## src/i2cms_pkg.sv

```systemverilog
package i2cms_pkg;

    localparam int unsigned KindWidth   = 2;
    localparam int unsigned ByteWidth   = 8;
    localparam int unsigned CountWidth  = 16;
    localparam int unsigned ActionWidth = 3;
    localparam int unsigned OutcomeWidth = 2;

    localparam int unsigned MaxResults  = 3;
    localparam int unsigned QueueDepth  = 4;

    typedef enum logic [KindWidth-1:0] {
        KIND_BEGIN  = 2'd0,
        KIND_WBYTE  = 2'd1,
        KIND_STATUS = 2'd2,
        KIND_UNUSED = 2'd3
    } kind_t;

    typedef enum logic [ActionWidth-1:0] {
        ACT_START   = 3'd0,
        ACT_TX      = 3'd1,
        ACT_RX_ACK  = 3'd2,
        ACT_RX_NACK = 3'd3,
        ACT_STOP    = 3'd4,
        ACT_NEED    = 3'd5,
        ACT_READ    = 3'd6,
        ACT_DONE    = 3'd7
    } action_t;

    typedef enum logic [OutcomeWidth-1:0] {
        OUT_OK     = 2'd0,
        OUT_NAK    = 2'd1,
        OUT_UNEXP  = 2'd2,
        OUT_RSVD   = 2'd3
    } outcome_t;

    localparam logic [ByteWidth-1:0] STATUS_MASK     = 8'hf8;
    localparam logic [ByteWidth-1:0] ST_START        = 8'h08;
    localparam logic [ByteWidth-1:0] ST_REP_START    = 8'h10;
    localparam logic [ByteWidth-1:0] ST_SLA_W_ACK    = 8'h18;
    localparam logic [ByteWidth-1:0] ST_SLA_W_NAK    = 8'h20;
    localparam logic [ByteWidth-1:0] ST_DATA_W_ACK   = 8'h28;
    localparam logic [ByteWidth-1:0] ST_DATA_W_NAK   = 8'h30;
    localparam logic [ByteWidth-1:0] ST_SLA_R_ACK    = 8'h40;
    localparam logic [ByteWidth-1:0] ST_SLA_R_NAK    = 8'h48;
    localparam logic [ByteWidth-1:0] ST_DATA_R_ACK   = 8'h50;
    localparam logic [ByteWidth-1:0] ST_DATA_R_NAK   = 8'h58;
    localparam logic [ByteWidth-1:0] WRITE_DIR_MASK  = 8'hfe;
    localparam logic [ByteWidth-1:0] READ_DIR_BIT    = 8'h01;

    typedef struct packed {
        logic [ActionWidth-1:0]  action;
        logic [ByteWidth-1:0]    tx_byte;
        logic [ByteWidth-1:0]    read_byte;
        logic [OutcomeWidth-1:0] outcome;
        logic [ByteWidth-1:0]    final_code;
        logic                    last;
    } result_t;

    function automatic result_t make_result(
        input action_t                act,
        input logic [ByteWidth-1:0]   tx,
        input logic [ByteWidth-1:0]   rd,
        input outcome_t               oc,
        input logic [ByteWidth-1:0]   code
    );
        result_t r;
        r.action     = act;
        r.tx_byte    = tx;
        r.read_byte  = rd;
        r.outcome    = oc;
        r.final_code = code;
        r.last       = 1'b0;
        return r;
    endfunction

endpackage

```

## src/i2cms_in_if.sv

```systemverilog
interface i2cms_in_if
    import i2cms_pkg::*;
();
    logic                   valid;
    logic                   ready;
    logic [KindWidth-1:0]   kind;
    logic [ByteWidth-1:0]   device_address;
    logic [CountWidth-1:0]  address_count;
    logic [CountWidth-1:0]  write_count;
    logic [CountWidth-1:0]  read_count;
    logic [ByteWidth-1:0]   data_byte;
    logic [ByteWidth-1:0]   bus_status;

    modport source (
        output valid, kind, device_address, address_count, write_count,
               read_count, data_byte, bus_status,
        input  ready
    );

    modport sink (
        input  valid, kind, device_address, address_count, write_count,
               read_count, data_byte, bus_status,
        output ready
    );
endinterface

```

## src/i2cms_out_if.sv

```systemverilog
interface i2cms_out_if
    import i2cms_pkg::*;
();
    logic                    valid;
    logic                    ready;
    logic [ActionWidth-1:0]  action;
    logic [ByteWidth-1:0]    tx_byte;
    logic [ByteWidth-1:0]    read_byte;
    logic [OutcomeWidth-1:0] outcome;
    logic [ByteWidth-1:0]    final_code;
    logic                    last;

    modport source (
        output valid, action, tx_byte, read_byte, outcome, final_code, last,
        input  ready
    );

    modport sink (
        input  valid, action, tx_byte, read_byte, outcome, final_code, last,
        output ready
    );
endinterface

```

## src/i2c_master_transaction_sequencer.sv

```systemverilog
// i2c master transaction sequencer
// item channel: begin beats (device address and address/write/read counts),
// write byte beats, and bus engine status beats with the received byte.
// result channel: up to three beats per item (start, transmit, ack/nack
// receive, stop, need write byte, read byte, done); last marks the final
// beat of an item. items that do nothing here give no result beat.
// an item is taken into an input register; the step logic then updates
// the transaction state from it and pushes its beats into a four-entry
// result queue. one item per cycle is sustained while each item gives one
// beat and result ready stays high; the rate is set by the result port,
// which drains one beat a cycle while result ready is high.
// the input register moves on only when the queue has room for three
// beats, so a stalled receiver backs up into item ready without loss.
// reset clears the phase to idle, all counts and flags, the input register
// valid flag and the queue pointers and count.
module i2c_master_transaction_sequencer
    import i2cms_pkg::*;
(
    input  logic        clk,
    input  logic        rst_n,
    i2cms_in_if.sink    item,
    i2cms_out_if.source result
);

    typedef enum logic [3:0] {
        PH_IDLE      = 4'd0,
        PH_START_W   = 4'd1,
        PH_SLA_W     = 4'd2,
        PH_NEED_BYTE = 4'd3,
        PH_DATA_TX   = 4'd4,
        PH_START_R   = 4'd5,
        PH_SLA_R     = 4'd6,
        PH_RX_ACK    = 4'd7,
        PH_RX_NACK   = 4'd8
    } phase_t;

    localparam int unsigned PtrWidth = $clog2(QueueDepth);
    localparam int unsigned CntWidth = $clog2(QueueDepth + 1);

    // input register
    logic                  stage_valid_reg;
    logic [KindWidth-1:0]  kind_reg;
    logic [ByteWidth-1:0]  dev_reg;
    logic [CountWidth-1:0] acnt_reg;
    logic [CountWidth-1:0] wcnt_reg;
    logic [CountWidth-1:0] rcnt_reg;
    logic [ByteWidth-1:0]  data_reg;
    logic [ByteWidth-1:0]  status_reg;

    // transaction state
    phase_t                phase_reg, phase_next;
    logic [CountWidth-1:0] addr_left_reg, addr_left_next;
    logic [CountWidth-1:0] write_left_reg, write_left_next;
    logic [CountWidth-1:0] read_left_reg, read_left_next;
    logic [ByteWidth-1:0]  target_reg, target_next;
    logic                  wrote_reg, wrote_next;
    logic                  stop_pend_reg, stop_pend_next;

    // result queue
    result_t               queue_reg [QueueDepth];
    logic [PtrWidth-1:0]   wr_ptr_reg;
    logic [PtrWidth-1:0]   rd_ptr_reg;
    logic [CntWidth-1:0]   count_reg;

    result_t               res [MaxResults];
    logic [1:0]            n_res;
    logic                  pop;
    logic                  stage_go;
    logic                  take;
    logic [CntWidth-1:0]   count_after_pop;

    assign pop             = result.valid && result.ready;
    assign count_after_pop = count_reg - {{(CntWidth-1){1'b0}}, pop};
    assign stage_go        = stage_valid_reg
                             && (count_after_pop <= CntWidth'(QueueDepth - MaxResults));
    assign item.ready      = !stage_valid_reg || stage_go;
    assign take            = item.valid && item.ready;

    always_comb
    begin
        logic [ByteWidth-1:0]  s;
        logic [CountWidth-1:0] rl;
        logic [1:0]            n;
        logic                  more_write;

        phase_next      = phase_reg;
        addr_left_next  = addr_left_reg;
        write_left_next = write_left_reg;
        read_left_next  = read_left_reg;
        target_next     = target_reg;
        wrote_next      = wrote_reg;
        stop_pend_next  = stop_pend_reg;
        for (int i = 0; i < MaxResults; i++)
        begin
            res[i] = '0;
        end
        n          = 2'd0;
        s          = status_reg & STATUS_MASK;
        rl         = read_left_reg - {{(CountWidth-1){1'b0}}, (read_left_reg != '0)};
        more_write = (addr_left_reg != '0) || (write_left_reg != '0);

        if (stage_go)
        begin
            case (kind_reg)
                KIND_BEGIN:
                begin
                    if (phase_reg == PH_IDLE)
                    begin
                        target_next     = dev_reg;
                        addr_left_next  = acnt_reg;
                        write_left_next = wcnt_reg;
                        read_left_next  = rcnt_reg;
                        if ((acnt_reg != '0) || (wcnt_reg != '0))
                        begin
                            wrote_next     = 1'b1;
                            stop_pend_next = 1'b1;
                            phase_next     = PH_START_W;
                            res[n] = make_result(ACT_START, '0, '0, OUT_OK, '0);
                            n = n + 2'd1;
                        end
                        else if (rcnt_reg != '0)
                        begin
                            wrote_next     = 1'b0;
                            stop_pend_next = 1'b1;
                            phase_next     = PH_START_R;
                            res[n] = make_result(ACT_START, '0, '0, OUT_OK, '0);
                            n = n + 2'd1;
                        end
                        else
                        begin
                            wrote_next     = 1'b0;
                            stop_pend_next = 1'b0;
                            phase_next     = PH_IDLE;
                            res[n] = make_result(ACT_DONE, '0, '0, OUT_OK, '0);
                            n = n + 2'd1;
                        end
                    end
                end
                KIND_WBYTE:
                begin
                    if (phase_reg == PH_NEED_BYTE)
                    begin
                        if (addr_left_reg != '0)
                        begin
                            addr_left_next = addr_left_reg - CountWidth'(1);
                        end
                        else if (write_left_reg != '0)
                        begin
                            write_left_next = write_left_reg - CountWidth'(1);
                        end
                        phase_next = PH_DATA_TX;
                        res[n] = make_result(ACT_TX, data_reg, '0, OUT_OK, '0);
                        n = n + 2'd1;
                    end
                end
                KIND_STATUS:
                begin
                    case (phase_reg)
                        PH_START_W:
                        begin
                            if (s != ST_START)
                            begin
                                phase_next = PH_IDLE;
                                res[n] = make_result(ACT_DONE, '0, '0, OUT_UNEXP, s);
                                n = n + 2'd1;
                            end
                            else
                            begin
                                phase_next = PH_SLA_W;
                                res[n] = make_result(ACT_TX, target_reg & WRITE_DIR_MASK,
                                                     '0, OUT_OK, '0);
                                n = n + 2'd1;
                            end
                        end
                        PH_SLA_W, PH_DATA_TX:
                        begin
                            if (((phase_reg == PH_SLA_W) && (s == ST_SLA_W_ACK))
                                || ((phase_reg == PH_DATA_TX) && (s == ST_DATA_W_ACK)))
                            begin
                                if (more_write)
                                begin
                                    phase_next = PH_NEED_BYTE;
                                    res[n] = make_result(ACT_NEED, '0, '0, OUT_OK, '0);
                                    n = n + 2'd1;
                                end
                                else if (read_left_reg != '0)
                                begin
                                    stop_pend_next = 1'b1;
                                    phase_next     = PH_START_R;
                                    res[n] = make_result(ACT_START, '0, '0, OUT_OK, '0);
                                    n = n + 2'd1;
                                end
                                else
                                begin
                                    phase_next = PH_IDLE;
                                    res[n] = make_result(ACT_STOP, '0, '0, OUT_OK, '0);
                                    n = n + 2'd1;
                                    res[n] = make_result(ACT_DONE, '0, '0, OUT_OK, '0);
                                    n = n + 2'd1;
                                end
                            end
                            else if (((phase_reg == PH_SLA_W) && (s == ST_SLA_W_NAK))
                                     || ((phase_reg == PH_DATA_TX) && (s == ST_DATA_W_NAK)))
                            begin
                                phase_next = PH_IDLE;
                                if (stop_pend_reg)
                                begin
                                    res[n] = make_result(ACT_STOP, '0, '0, OUT_OK, '0);
                                    n = n + 2'd1;
                                end
                                res[n] = make_result(ACT_DONE, '0, '0, OUT_NAK, s);
                                n = n + 2'd1;
                            end
                            else
                            begin
                                phase_next = PH_IDLE;
                                res[n] = make_result(ACT_DONE, '0, '0, OUT_UNEXP, s);
                                n = n + 2'd1;
                            end
                        end
                        PH_START_R:
                        begin
                            if (s != (wrote_reg ? ST_REP_START : ST_START))
                            begin
                                phase_next = PH_IDLE;
                                res[n] = make_result(ACT_DONE, '0, '0, OUT_UNEXP, s);
                                n = n + 2'd1;
                            end
                            else
                            begin
                                phase_next = PH_SLA_R;
                                res[n] = make_result(ACT_TX, target_reg | READ_DIR_BIT,
                                                     '0, OUT_OK, '0);
                                n = n + 2'd1;
                            end
                        end
                        PH_SLA_R:
                        begin
                            if (s == ST_SLA_R_ACK)
                            begin
                                if (read_left_reg > CountWidth'(1))
                                begin
                                    phase_next = PH_RX_ACK;
                                    res[n] = make_result(ACT_RX_ACK, '0, '0, OUT_OK, '0);
                                end
                                else
                                begin
                                    phase_next = PH_RX_NACK;
                                    res[n] = make_result(ACT_RX_NACK, '0, '0, OUT_OK, '0);
                                end
                                n = n + 2'd1;
                            end
                            else if (s == ST_SLA_R_NAK)
                            begin
                                phase_next = PH_IDLE;
                                if (stop_pend_reg)
                                begin
                                    res[n] = make_result(ACT_STOP, '0, '0, OUT_OK, '0);
                                    n = n + 2'd1;
                                end
                                res[n] = make_result(ACT_DONE, '0, '0, OUT_NAK, s);
                                n = n + 2'd1;
                            end
                            else
                            begin
                                phase_next = PH_IDLE;
                                res[n] = make_result(ACT_DONE, '0, '0, OUT_UNEXP, s);
                                n = n + 2'd1;
                            end
                        end
                        PH_RX_ACK:
                        begin
                            if (s != ST_DATA_R_ACK)
                            begin
                                phase_next = PH_IDLE;
                                res[n] = make_result(ACT_DONE, '0, '0, OUT_UNEXP, s);
                                n = n + 2'd1;
                            end
                            else
                            begin
                                res[n] = make_result(ACT_READ, '0, data_reg, OUT_OK, '0);
                                n = n + 2'd1;
                                read_left_next = rl;
                                if (rl > CountWidth'(1))
                                begin
                                    phase_next = PH_RX_ACK;
                                    res[n] = make_result(ACT_RX_ACK, '0, '0, OUT_OK, '0);
                                end
                                else
                                begin
                                    phase_next = PH_RX_NACK;
                                    res[n] = make_result(ACT_RX_NACK, '0, '0, OUT_OK, '0);
                                end
                                n = n + 2'd1;
                            end
                        end
                        PH_RX_NACK:
                        begin
                            phase_next = PH_IDLE;
                            if (s != ST_DATA_R_NAK)
                            begin
                                res[n] = make_result(ACT_DONE, '0, '0, OUT_UNEXP, s);
                                n = n + 2'd1;
                            end
                            else
                            begin
                                read_left_next = '0;
                                res[n] = make_result(ACT_READ, '0, data_reg, OUT_OK, '0);
                                n = n + 2'd1;
                                res[n] = make_result(ACT_STOP, '0, '0, OUT_OK, '0);
                                n = n + 2'd1;
                                res[n] = make_result(ACT_DONE, '0, '0, OUT_OK, '0);
                                n = n + 2'd1;
                            end
                        end
                        default:
                        begin
                        end
                    endcase
                end
                default:
                begin
                end
            endcase
        end

        case (n)
            2'd1:    res[0].last = 1'b1;
            2'd2:    res[1].last = 1'b1;
            2'd3:    res[2].last = 1'b1;
            default: ;
        endcase
        n_res = n;
    end

    always_ff @(posedge clk or negedge rst_n)
    begin
        if (!rst_n)
        begin
            stage_valid_reg <= 1'b0;
            phase_reg       <= PH_IDLE;
            addr_left_reg   <= '0;
            write_left_reg  <= '0;
            read_left_reg   <= '0;
            target_reg      <= '0;
            wrote_reg       <= 1'b0;
            stop_pend_reg   <= 1'b0;
            wr_ptr_reg      <= '0;
            rd_ptr_reg      <= '0;
            count_reg       <= '0;
        end
        else
        begin
            if (item.ready)
            begin
                stage_valid_reg <= item.valid;
            end
            phase_reg      <= phase_next;
            addr_left_reg  <= addr_left_next;
            write_left_reg <= write_left_next;
            read_left_reg  <= read_left_next;
            target_reg     <= target_next;
            wrote_reg      <= wrote_next;
            stop_pend_reg  <= stop_pend_next;
            wr_ptr_reg     <= wr_ptr_reg + PtrWidth'(n_res);
            rd_ptr_reg     <= rd_ptr_reg + PtrWidth'(pop);
            count_reg      <= count_after_pop + CntWidth'(n_res);
        end
    end

    // payload registers
    always_ff @(posedge clk)
    begin
        if (take)
        begin
            kind_reg   <= item.kind;
            dev_reg    <= item.device_address;
            acnt_reg   <= item.address_count;
            wcnt_reg   <= item.write_count;
            rcnt_reg   <= item.read_count;
            data_reg   <= item.data_byte;
            status_reg <= item.bus_status;
        end
        for (int i = 0; i < MaxResults; i++)
        begin
            if (2'(i) < n_res)
            begin
                queue_reg[wr_ptr_reg + PtrWidth'(i)] <= res[i];
            end
        end
    end

    assign result.valid      = (count_reg != '0);
    assign result.action     = queue_reg[rd_ptr_reg].action;
    assign result.tx_byte    = queue_reg[rd_ptr_reg].tx_byte;
    assign result.read_byte  = queue_reg[rd_ptr_reg].read_byte;
    assign result.outcome    = queue_reg[rd_ptr_reg].outcome;
    assign result.final_code = queue_reg[rd_ptr_reg].final_code;
    assign result.last       = queue_reg[rd_ptr_reg].last;

endmodule
```

## src/flat_wrapper.sv

```systemverilog
// flat-port wrapper written by rule: the top's interface ports become plain ports
module i2c_master_transaction_sequencer_flat import i2cms_pkg::*;
  (clk, rst_n, item_valid, item_kind, item_device_address, item_address_count, item_write_count, item_read_count, item_data_byte, item_bus_status, item_ready, result_valid, result_action, result_tx_byte, result_read_byte, result_outcome, result_final_code, result_last, result_ready);
  i2cms_in_if item_i ();
  i2cms_out_if result_i ();
  input  logic clk;
  input  logic rst_n;
  input wire logic [$bits(item_i.valid)-1:0] item_valid;
  input wire logic [$bits(item_i.kind)-1:0] item_kind;
  input wire logic [$bits(item_i.device_address)-1:0] item_device_address;
  input wire logic [$bits(item_i.address_count)-1:0] item_address_count;
  input wire logic [$bits(item_i.write_count)-1:0] item_write_count;
  input wire logic [$bits(item_i.read_count)-1:0] item_read_count;
  input wire logic [$bits(item_i.data_byte)-1:0] item_data_byte;
  input wire logic [$bits(item_i.bus_status)-1:0] item_bus_status;
  output wire logic [$bits(item_i.ready)-1:0] item_ready;
  output wire logic [$bits(result_i.valid)-1:0] result_valid;
  output wire logic [$bits(result_i.action)-1:0] result_action;
  output wire logic [$bits(result_i.tx_byte)-1:0] result_tx_byte;
  output wire logic [$bits(result_i.read_byte)-1:0] result_read_byte;
  output wire logic [$bits(result_i.outcome)-1:0] result_outcome;
  output wire logic [$bits(result_i.final_code)-1:0] result_final_code;
  output wire logic [$bits(result_i.last)-1:0] result_last;
  input wire logic [$bits(result_i.ready)-1:0] result_ready;
  assign item_i.valid = item_valid;
  assign item_i.kind = item_kind;
  assign item_i.device_address = item_device_address;
  assign item_i.address_count = item_address_count;
  assign item_i.write_count = item_write_count;
  assign item_i.read_count = item_read_count;
  assign item_i.data_byte = item_data_byte;
  assign item_i.bus_status = item_bus_status;
  assign item_ready = item_i.ready;
  assign result_valid = result_i.valid;
  assign result_action = result_i.action;
  assign result_tx_byte = result_i.tx_byte;
  assign result_read_byte = result_i.read_byte;
  assign result_outcome = result_i.outcome;
  assign result_final_code = result_i.final_code;
  assign result_last = result_i.last;
  assign result_i.ready = result_ready;
  i2c_master_transaction_sequencer u_core (.clk(clk), .rst_n(rst_n), .item(item_i), .result(result_i));
endmodule
```

## config.mk

```make
export PLATFORM = sky130hd
export DESIGN_NAME = i2c_master_transaction_sequencer_flat
export DESIGN_NICKNAME = d
export VERILOG_FILES = /design/src/i2cms_pkg.sv /design/src/i2cms_in_if.sv /design/src/i2cms_out_if.sv /design/src/i2c_master_transaction_sequencer.sv /design/src/flat_wrapper.sv
export SDC_FILE = /design/constraint.sdc
export NUM_CORES = 1
export LEC_CHECK = 0
export BUFFER_PORTS_ARGS = -buffer_cell sky130_fd_sc_hd__clkbuf_2
export CAP_MARGIN = 0
export CORE_AREA = 5 5 174 192
export DETAILED_ROUTE_END_ITERATION = 10
export DIE_AREA = 0 0 179 197
export PLACE_DENSITY = 0.7
export REMOVE_ABC_BUFFERS = 1
export SYNTH_ARGS = -nofsm -noshare
export SYNTH_HDL_FRONTEND = slang
export SYNTH_SLANG_ARGS = --single-unit
```

## constraint.sdc

```tcl
create_clock -name clk -period 4 [get_ports clk]
set_input_delay 0.2 -clock clk [delete_from_list [all_inputs] [get_ports clk]]
set_output_delay 0.2 -clock clk [all_outputs]
set_load 0.02 [all_outputs]
```

==> impl_metrics.toml <==
[power_and_ir_drop]
clkPwrFrac_pct = 24.9
p_seq_share_pct = 41.1
p_switching_mw = 3.68
ir_worst_vdd_mv = 0.449
p_int_mw = 6.24
power.total_mw = 9.92
p_leak_nw = 5.76
sw_frac_of_total_pct = 37.1
combinationalPowerShare_pct = 34.0
powerDensity_mw_per_mm2 = 658

[min_path]
min_to = "u_core.rd_ptr_reg[0]"
hp-start = "result_ready"
holdPathStages = 3
min_path_type = "in -> reg"

[routing]
routed_via_density = 5.54
firstDrtPassIters = 5
post_drt_wl_per_cell_um = 18.1
ant_nets = 0
drt_iter0_markers = 896
drt-total-wl_mm = 30.3
drc = 0
vias = 9288

[yosys]
synth_edf_count = 178
synth.cell_area_mm2 = 0.0123
ys_ff_latch = 247
synth_flop_cell = "edfxtp_1"
yosysSeqAreaShare_pct = 57.6
synthArstFlopShare_pct = 27.9
syn_avg_cell_area_um2 = 11.8
syn_inst = 1044
yosys_warnings = 0
yosysUniqueCellTypes = 85

[global_route]
grt_overflow = 0
grt_pass1_vias = 9343
grt.total_usage_pct = 17.2
use_met3_pct = 2.63
use_met2_pct = 30.4
met1_usage_pct = 22.0
grt_pass1_wl_mm = 49.5
grt_max_degree = 70
antenna_found_initial = 0
busiest_layer = "met2"

[floorplan]
die-area_mm2 = 0.0353
die_x_um = 179
row_count = 68
die_h_um = 197
start_util_pct = 39.4
core_mm2 = 0.0312
io_pins = 110

[cells_and_area]
drive_above_1_share_pct = 21.3
n_antenna_cell = 0
syn_to_final_growth_pct = 22.6
fin_area_mm2 = 0.0151
final_util_pct = 48.3
nets = 1330
layout.cells.non_filler = 1676
largest_register_ffs = 108

[setup_path]
crit_path_frequent_cell = "or4_4"
critPathBufInv = 2
crit_chain = "or4_4 > or4_4 > nor4_4 > inv_2 > ha_1 > ha_2 > nand2b_1 > nand4_1 > or4_1 > a211oi_2 > buf_4 > a32o_2 > o211a_1 > o21a_1"
cp_num_cells = 14
reg2regPathDepth = 14
reg2reg_to = "u_core.queue_reg[0][27]"
crit_fanout = 4
timing.rr.start = "u_core.read_left_reg[9]"
cp.required_ps = 4400
arrival_ps = 4260
critical_path.slowest_cell = "or4_4"
start_kind = "flip-flop"
crit_type = "reg -> reg"
cp_slowest_stage_delay_ps = 560
cp-end-kind = "flip-flop"
r2r_slack_ps = 140
cp_top_family = "simple AND/OR/NAND/NOR gates"

[job]
drv_cap = 0

[timing]
fin_ws_ps = 137
hold_violations = 0
final_max_slew_viol_count = 0
whs_ps = 62.6
worstMarginPinSlew_ps = 982
finalCriticalPeriod_ps = 3860
fin_crit_sh_pct = 96.6
setup-violations-final = 0
skew_ps = 18.5
setup_tns_ps = 0
slew_headroom_pct = 33.9
rsz0062_at_grt = "no"
fmax_ghz = 0.259

[place]
place_ws_ps = -105
dp_hpwl_mm = 20.8
place.gp.congestion = 0.934
placedCellCount = 1558
port-buffer-count = 102
dpl_cell_area_mm2 = 0.0135

[clocking]
cts_root_buf = "clkbuf_16"
cts_buffers = 25
cts_tree = "built"
htree_levels = 1
clkTransAtPathRegs_ps = 60
clock-sinks = 247
cts_buffer_depth = 3
clk_latency_ps = 550
cts_setup_buffers = 0

[outcome]
outcome = "complete, no violations"
## power groups by stage
stage | Sequential (mW) | Combinational (mW) | Clock, mW
after floorplan | 3.98 | 2.24 | 0
after global placement | 4.10 | 3.23 | 0
after detailed placement | 4.13 | 3.30 | 0
after CTS | 4.08 | 3.37 | 2.51
after global routing | 4.17 | 3.73 | 2.62
final | 4.08 | 3.37 | 2.47
## cell type report
| cell class | count | area, µm² |
|---|---|---|
| fill | 2758 | 16200 |
| inverter | 34 | 128 |
| multi-input combinational | 709 | 4880 |
| timing repair buffer | 220 | 1590 |
| sequential | 247 | 7070 |
| tap | 420 | 526 |
| clock buffer | 29 | 661 |
| clock inverter | 17 | 209 |
## placed cells by master (no fill, tap or decap), types with 4 or more instances in the layout
cell type / synthesis / routed
or4_1: 4 / 4
nor2b_1: 7 / 7
nand3_1: 15 / 15
dfrtp_1: 69 / 68
clkinv_2: 0 / 6
or3_1: 10 / 10
nand4_1: 8 / 8
mux2i_1: 9 / 9
a21o_1: 22 / 22
xnor2_1: 7 / 7
nor4b_1: 5 / 5
a22oi_1: 11 / 11
mux4_2: 27 / 27
clkbuf_2: 0 / 101
o21a_1: 6 / 6
a31oi_1: 27 / 27
nor3_1: 38 / 38
mux2_2: 8 / 8
ha_1: 14 / 12
nand2_1: 66 / 66
buf_4: 3 / 46
o21ai_0: 53 / 53
o22a_1: 21 / 21
inv_1: 33 / 32
nand2b_1: 9 / 9
edfxtp_1: 178 / 178
nor2_1: 124 / 124
and3_1: 10 / 10
and4_1: 4 / 4
a21oi_1: 68 / 68
nor3b_1: 4 / 4
bufinv_16: 0 / 4
dlygate4sd3_1: 0 / 72
nor4_1: 24 / 24
or3b_2: 4 / 4
a41oi_1: 5 / 5
a22o_1: 14 / 14
o21ba_2: 7 / 7
clkbuf_16: 0 / 25
## worst max-delay path by stage
stage,start,to,slack [ps]
2_1_floorplan,u_core.count_reg[2],u_core.queue_reg[3][0],-500
3_3_place_gp,u_core.read_left_reg[9],u_core.queue_reg[0][27],7
3_5_place_dp,u_core.read_left_reg[9],u_core.queue_reg[0][27],-110
4_1_cts,u_core.read_left_reg[9],u_core.queue_reg[0][27],3
5_1_grt,u_core.read_left_reg[9],u_core.queue_reg[0][27],20
6_report,u_core.read_left_reg[9],u_core.queue_reg[0][27],140
## metal layers
metal | vias up | routed length [µm]
met3 | 56 | 1760
met5 | - | 0
met1 | 4523 | 12200
li1 | 4392 | -
met4 | 0 | 727
met2 | 317 | 15600
## Yosys cell counts, types with 10 or more instances
cell type / count / area [µm²]
inv_1: 33 / 124
a31oi_1: 27 / 169
edfxtp_1: 178 / 5350
dfrtp_1: 69 / 1730
mux4_2: 27 / 608
and3_1: 10 / 62.6
nor2_1: 124 / 465
o22a_1: 21 / 184
o21ai_0: 53 / 265
clkbuf_1: 45 / 169
nor4_1: 24 / 150
a22oi_1: 11 / 82.6
nand2_1: 66 / 248
ha_1: 14 / 175
a22o_1: 14 / 123
a21o_1: 22 / 165
or3_1: 10 / 62.6
nor3_1: 38 / 190
a21oi_1: 68 / 340
nand3_1: 15 / 75.1
## worst min-delay path, cell delays in order
cell and delay (ps):
clkbuf_2 80, and2_1 140, ha_1 140
## cell families (layout without fill, tap and decap cells)
kind of cell | after synthesis | count (layout) | share of synthesized area [%]
compound gates | 276 | 276 | 15.3
flops | 247 | 247 | 57.6
buf+inv | 90 | 300 | 2.99
fa+ha+maj | 16 | 16 | 1.68
other cells | 1 | 3 | 0.0305
xor+xnor | 10 | 10 | 0.713
mux | 44 | 44 | 6.41
simple gates | 360 | 360 | 15.3
## repair_timing
item,in CTS,in global routing
pin swaps,0,2
resized for setup,2,3
hold buffers,72,0
hold endpoints to repair,140,0
endpoints found under the setup margin,3,32
Power figures use the tool's default switching activity.
